`src/mips_subset_execute_defines.svh`:
```
// Assertion helpers shared by the execute block.
`ifndef MIPS_SUBSET_EXECUTE_DEFINES_SVH
`define MIPS_SUBSET_EXECUTE_DEFINES_SVH

// Same-cycle implication, disabled during reset.
`define MSE_ASSERT_NOW(label, clk, rst_n, ante, cons, msg) \
    label: assert property (@(posedge clk) disable iff (!rst_n) (ante) |-> (cons)) \
        else $error(msg);

// Next-cycle implication, disabled during reset.
`define MSE_ASSERT_NEXT(label, clk, rst_n, ante, cons, msg) \
    label: assert property (@(posedge clk) disable iff (!rst_n) (ante) |=> (cons)) \
        else $error(msg);

`endif

```
`src/mse_pkg.sv`:
```
`timescale 1ns / 1ps
`default_nettype none

package mse_pkg;

    localparam int unsigned XLEN        = 32;
    localparam int unsigned REG_COUNT   = 32;
    localparam int unsigned RF_AW       = $clog2(REG_COUNT);
    // Word count of the data memory; a power of two, so the index wraps by masking.
    localparam int unsigned DATA_WORDS  = 2048;
    localparam int unsigned DMEM_AW     = $clog2(DATA_WORDS);
    localparam int unsigned MEM_INDEX_W = 11;
    localparam int unsigned IMM_W       = 16;
    localparam logic [XLEN-1:0] PC_STEP = 32'd4;

    typedef logic [XLEN-1:0]        word_t;
    typedef logic [RF_AW-1:0]       reg_idx_t;
    typedef logic [DMEM_AW-1:0]     dmem_idx_t;
    typedef logic [IMM_W-1:0]       imm_t;
    typedef logic [MEM_INDEX_W-1:0] mem_index_t;

    typedef enum logic [2:0] {
        KIND_ADD    = 3'd0,
        KIND_SUB    = 3'd1,
        KIND_ADDI   = 3'd2,
        KIND_MUL    = 3'd3,
        KIND_LW     = 3'd4,
        KIND_SW     = 3'd5,
        KIND_BEQ    = 3'd6,
        KIND_BUBBLE = 3'd7
    } kind_t;

    // Register file write port
    typedef struct packed {
        logic     en;
        reg_idx_t idx;
        word_t    data;
    } rf_wr_t;

    // Data memory access from the execute stage
    typedef struct packed {
        logic      rd_en;
        logic      wr_en;
        dmem_idx_t idx;
        word_t     data;
    } dmem_req_t;

    // One finished result
    typedef struct packed {
        word_t      next_pc;
        logic       branch_taken;
        logic       reg_write;
        reg_idx_t   reg_index;
        word_t      reg_value;
        logic       mem_write;
        mem_index_t mem_index;
        word_t      mem_value;
    } res_t;

    function automatic mem_index_t to_mem_index(input dmem_idx_t idx);
        logic [XLEN-1:0] wide;
        wide = XLEN'(idx);
        return wide[MEM_INDEX_W-1:0];
    endfunction

endpackage

`default_nettype wire

```
`src/mse_regfile.sv`:
```
`timescale 1ns / 1ps
`default_nettype none

module mse_regfile (
    input  wire logic           clk,
    input  wire logic           rst_n,
    input  wire logic           rd_en,
    input  wire mse_pkg::reg_idx_t rd_addr_a,
    input  wire mse_pkg::reg_idx_t rd_addr_b,
    output mse_pkg::word_t      rd_data_a,
    output mse_pkg::word_t      rd_data_b,
    input  wire mse_pkg::rf_wr_t wr
);
    import mse_pkg::*;

    word_t                rf_mem [REG_COUNT];
    logic [REG_COUNT-1:0] written_reg;
    word_t                rdata_a_reg;
    word_t                rdata_b_reg;
    logic                 hit_a_reg;
    logic                 hit_b_reg;

    // 2R1W, read-before-write; entries not yet written read as zero
    always_ff @(posedge clk)
    begin
        if (wr.en)
        begin
            rf_mem[wr.idx] <= wr.data;
        end
        if (rd_en)
        begin
            rdata_a_reg <= rf_mem[rd_addr_a];
            rdata_b_reg <= rf_mem[rd_addr_b];
        end
    end

    always_ff @(posedge clk or negedge rst_n)
    begin
        if (!rst_n)
        begin
            written_reg <= '0;
            hit_a_reg   <= 1'b0;
            hit_b_reg   <= 1'b0;
        end
        else
        begin
            if (wr.en)
            begin
                written_reg[wr.idx] <= 1'b1;
            end
            if (rd_en)
            begin
                hit_a_reg <= written_reg[rd_addr_a];
                hit_b_reg <= written_reg[rd_addr_b];
            end
        end
    end

    assign rd_data_a = hit_a_reg ? rdata_a_reg : '0;
    assign rd_data_b = hit_b_reg ? rdata_b_reg : '0;

endmodule

`default_nettype wire

```
`config.mk`:
```
export PLATFORM = sky130hd
export DESIGN_NAME = mse_regfile
export DESIGN_NICKNAME = d
export VERILOG_FILES = /design/src/mips_subset_execute_defines.svh /design/src/mse_pkg.sv /design/src/mse_regfile.sv
export SDC_FILE = /design/constraint.sdc
export NUM_CORES = 1
export LEC_CHECK = 0
export ABC_AREA = 1
export BUFFER_PORTS_ARGS = -buffer_cell sky130_fd_sc_hd__buf_2
export CAP_MARGIN = 20
export CORE_MARGIN = 1.5
export CORE_UTILIZATION = 25
export CTS_BUF_LIST = sky130_fd_sc_hd__clkbuf_4 sky130_fd_sc_hd__clkbuf_8 sky130_fd_sc_hd__clkbuf_16
export CTS_CLUSTER_SIZE = 40
export DETAILED_ROUTE_END_ITERATION = 8
export GPL_ROUTABILITY_DRIVEN = 0
export PLACE_DENSITY = 0.48
export SYNTH_ARGS = -nofsm -noshare
export SYNTH_HDL_FRONTEND = slang
export SYNTH_SLANG_ARGS = --single-unit
```
`constraint.sdc`:
```
create_clock -name clk -period 1.15 [get_ports clk]
set_input_delay 0.1725 -clock clk [delete_from_list [all_inputs] [get_ports clk]]
set_output_delay 0.1725 -clock clk [all_outputs]
set_load 0.02 [all_outputs]
```
**After elaboration in Yosys (flattened, before gate mapping)**

Memories as Yosys holds them, arrays and structs flattened. A register that Yosys moved wholly into a read port is not among the register bits.
Index checks and enable logic that the tools add are counted.

- Register bits: 34
- Memory bits (writable): 1024
- Bits of input ports: 51
- Output and inout bits: 64
- Logic and storage cells: 20
- Memories: 1

Memories:

| name | words | bits a word | read ports | clocked after memory_dff | wr ports | line | source |
|---|---|---|---|---|---|---|---|
| rf_mem | 32 | 32 | 2 | 2 | 1 | mse_regfile.sv:16 | `word_t rf_mem [REG_COUNT];` |

- $lt $le $gt $ge: 4
- Mux-type cells: 10
- Bitwise gates (word level): 1
- Reduce and logical (&&, ||, !) cells: 1

Operators with widths:

| operator | count |
|---|---|
| $mux 32 | 2 |
| $or 32x32->32 | 1 |
| $lt 5x6->1 const B | 3 |
| $bmux 1 s5 | 2 |
| $demux 1 s5 | 1 |
| $ge 5x1->1 const B | 1 |
| $mux 1 | 5 |
| $logic_and 1x1->1 | 1 |

**Depth between registers and ports, before layout**

- Word-level depth: 5
- Mapped depth: 12
- Gate-level depth less buffers: 9

**Worst setup path after synthesis**

No wires, ideal clock.

- Path type: in2reg
- Start point: in wr[33] (netlist bit)
- End point: mem rf_mem[0][0] (netlist bit), enable pin
- Library setup time: 0.422 ns
- Arrival time: 1.847 ns
- Setup slack: -1.119 ns
- Stages on the path: 3
- Cell sequence: inv_1 > nand3_1 > nor2_1

RTL lines:

| what | line | source |
|---|---|---|
| start, declared | mse_regfile.sv:12 | `input wire mse_pkg::rf_wr_t wr` |
| end, declared | mse_regfile.sv:16 |  |

Straight into the memory's write port.

**Final worst setup path**

- Start point: reg hit_b_reg
- End point: out rd_data_b[24]

- Longest elaborated chain between the ends: 1

RTL lines:

| what | line | source |
|---|---|---|
| start, declared | mse_regfile.sv:21 | `logic hit_b_reg;` |
| start signal, assigned | mse_regfile.sv:54 | `hit_b_reg <= written_reg[rd_addr_b];` |
| $mux 32 | mse_regfile.sv:60 | `assign rd_data_b = hit_b_reg ? rdata_b_reg : '0;` |
| end, declared | mse_regfile.sv:11 | `output mse_pkg::word_t rd_data_b,` |

Every way passes these cells.

==> reports/metrics.yaml <==
relSlewSlack_pct: 49.65
drive_gt1_share_pct: 21.57
die-height_um: 473.2
r2r_setup_slack_ps: -220
hold_path.startpoint: "rd_addr_b[3]"
numPortBuffers: 114
dr.pass1.iters: 6
hold_viol_final: 0
cap_violations: 0
grt_first_pass_wirelength_um: 330400
reg2reg_from: "rf_mem[25][26]$_DFFE_PP_"
grt_max_degree: 58
cts-root-buf: "clkbuf_16"
final_nets: 6655
io_pins: 115
worst_pin_slew_ps: 755.3
irDropWorstVdd_mv: 1.475
wl_um: 231300
critPathMaxStageDelay_ps: 440
setup_violations: 128
yosys.area.top_type: "edfxtp_1"
crit_fanout: 9
syn-cell-area_um2: 55270
vias_per_cell: 5.082
antenna_found_initial: 9
start_util_pct: 25.16
cts_tree: "built"
htree_levels: 4
holdWs_ps: 52.82
syn_nets: 6148
multiInputGateArea_um2: 20920
fmax_mhz: 495.8
clock_skew_ps: 28.42
finalMaxSlewViolations: 0
grt_pass1_vias: 46570
largest_reg_flops: 1024
rows: 172
worstPathArrival_ps: 1840
worstSetupStartpointType: "register"
wire_per_inst_um: 23.91
die_w_um: 473.2
crit_chain: "buf_12 > buf_12 > nand2_1 > inv_1 > buf_2"
drt_iter0_markers: 5566
clkLatencyLatePin_ps: 790
cp-end-kind: "output port"
dp_hpwl_um: 148900
yosysSeqAreaShare_pct: 60.65
critPathLaunch: "hit_b_reg$_DFFE_PN0P_"
cts_buffer_depth: 3
dpl_cell_area_um2: 66370
cts_buffers: 134
drtAntennaViolNets: 0
cp_slowest_cell: "dfrtp_2"
ys_types: 19
fillerInstances: 22080
fin_crit_ps: 2017
top_register: "rf_mem"
crit_family: "buffers and inverters"
crit_required_ps: 980
critPathBufInv: 4
synthCells: 6097
core_area_um2: 219700
yosys_warnings: 0
area_delta_synth_final_pct: 32.21
drc_errors: 0
min_period_over_period_pct: 175.4
grt.total_usage_pct: 20.09
synth-seq-cells: 1122
crit_path_frequent_cell: "buf_12"
synthTopCellsByArea: "edfxtp_1 (59%), nand2_1 (16%), nand3_1 (12%), a21oi_1 (2.9%), buf_2 (2.1%)"
power_density_nw_per_um2: 1427
status: "finished, violations left"
die_area_um2: 223900
synth_top_area_share_pct: 59.11
overflow: 0
p_total_uw: 104300
violations: "setup timing"
timing.final.ws_setup_ps: -866.8
vias: 49140
path_class: "reg2out"
power.leakage_uw: 0.02826
avgSynthCellArea_um2: 9.066
design_area_um2: 73080
cts.sinks: 1122
hp-class: "in2reg"
rsz0062_at_grt: "true"
clk_pin_slew_worst_paths_ps: 60
ff_latch_area_um2: 33520
-- cell usage in the layout, fill, tap and decap left out, types with 38 or more instances in the layout --
| cell | Yosys | final |
|---|---|---|
| a21oi_1 | 320 | 259 |
| nand2_2 | 0 | 76 |
| dlygate4sd3_1 | 0 | 38 |
| buf_6 | 13 | 55 |
| o21ai_0 | 64 | 47 |
| nand3_1 | 1345 | 1256 |
| nor2_4 | 0 | 43 |
| a21oi_2 | 0 | 60 |
| nand3_2 | 0 | 78 |
| nor2_1 | 224 | 138 |
| buf_2 | 230 | 45 |
| nor2_2 | 0 | 43 |
| edfxtp_1 | 1088 | 1088 |
| buf_4 | 54 | 395 |
| buf_12 | 0 | 287 |
| clkbuf_16 | 0 | 139 |
| nand2_1 | 2388 | 2291 |
-- layer usage --
metal,vias to the layer above,GRT usage (%),routed length (um)
met5,-,0,25
met4,4,8.034,9037
met3,475,2.960,17390
met2,2514,32.15,106700
met1,24170,27.17,98100
li1,21980,-,-
-- what timing repair did --
item,4_1_cts,5_1_grt
gates resized for setup,243,300
endpoints found under the hold margin,1096,0
endpoints found under the setup margin,128,130
buffers inserted,12,9
hold buffers,38,0
gates cloned,0,1
pin swaps,215,279
-- worst min-delay path, delay by kind of cell --
kind	cells	cell delay [ps]
AOI/OAI and AO/OA	1	50
buffers and inverters	1	160
and+or+nand+nor	3	250
-- cells in the mapped netlist (all sizes together) --
cell type / n
nand3: 1345
inv: 77
clkinv: 2
nor2: 224
nand2: 2388
o31ai: 64
o21ai: 64
dfrtp: 34
clkbuf: 125
a21oi: 320
nand3b: 1
edfxtp: 1088
buf: 333
or2: 32
-- worst paths after layout --
kind | to | depth (start not counted)
max in group asynchronous | written_reg[13]$_DFFE_PN0P_ | 4
setup reg to reg | rdata_a_reg[26]$_DFFE_PP_ | 9
setup / recovery | rd_data_b[24] | 5
hold / removal | rdata_b_reg[3]$_DFFE_PP_ | 5
hold reg to reg | written_reg[19]$_DFFE_PN0P_ | 1
min in group asynchronous | written_reg[0]$_DFFE_PN0P_ | 4
-- metrics by stage --
stage / setup WS (ps) / TNS (ps) / util (%) / cells
2_1_floorplan: -294.0 / -291150 / - / 6097
3_3_place_gp: -799.3 / -431410 / 30.21 / 9383
3_5_place_dp: -768.9 / -446530 / 30.21 / 9383
4_1_cts: -926.6 / -63780 / 32.74 / 9657
5_1_grt: -922.6 / -68480 / 33.26 / 9669
6_report: -866.8 / -60100 / 33.26 / 9670
-- where the power goes --
| group | internal [uW] | switching (uW) |
|---|---|---|
| clock network | 25900 | 17700 |
| logic | 5410 | 8690 |
| registers | 45900 | 662 |
-- kinds of logic (layout without fill, tap and decap cells) --
kind of cell	after synthesis	in the layout	synth area share (%)
buf+inv	537	1147	4.713
flops	1122	1122	60.65
compound gates	448	448	4.346
other cells	0	5	0
simple gates	3990	3990	30.29
-- area by class of cell --
cell class                      count  share of cell area, %
Sequential cell                  1122                  45.87
Multi-Input combinational cell   4438                  28.63
Timing Repair Buffer              829                  13.78
Tap cell                         2958                  5.064
Clock buffer                      162                  4.972
Clock inverter                     77                  1.118
Inverter                           79                 0.5427
Antenna cell                        5                0.01712
(Power assumes the default switching activity.)
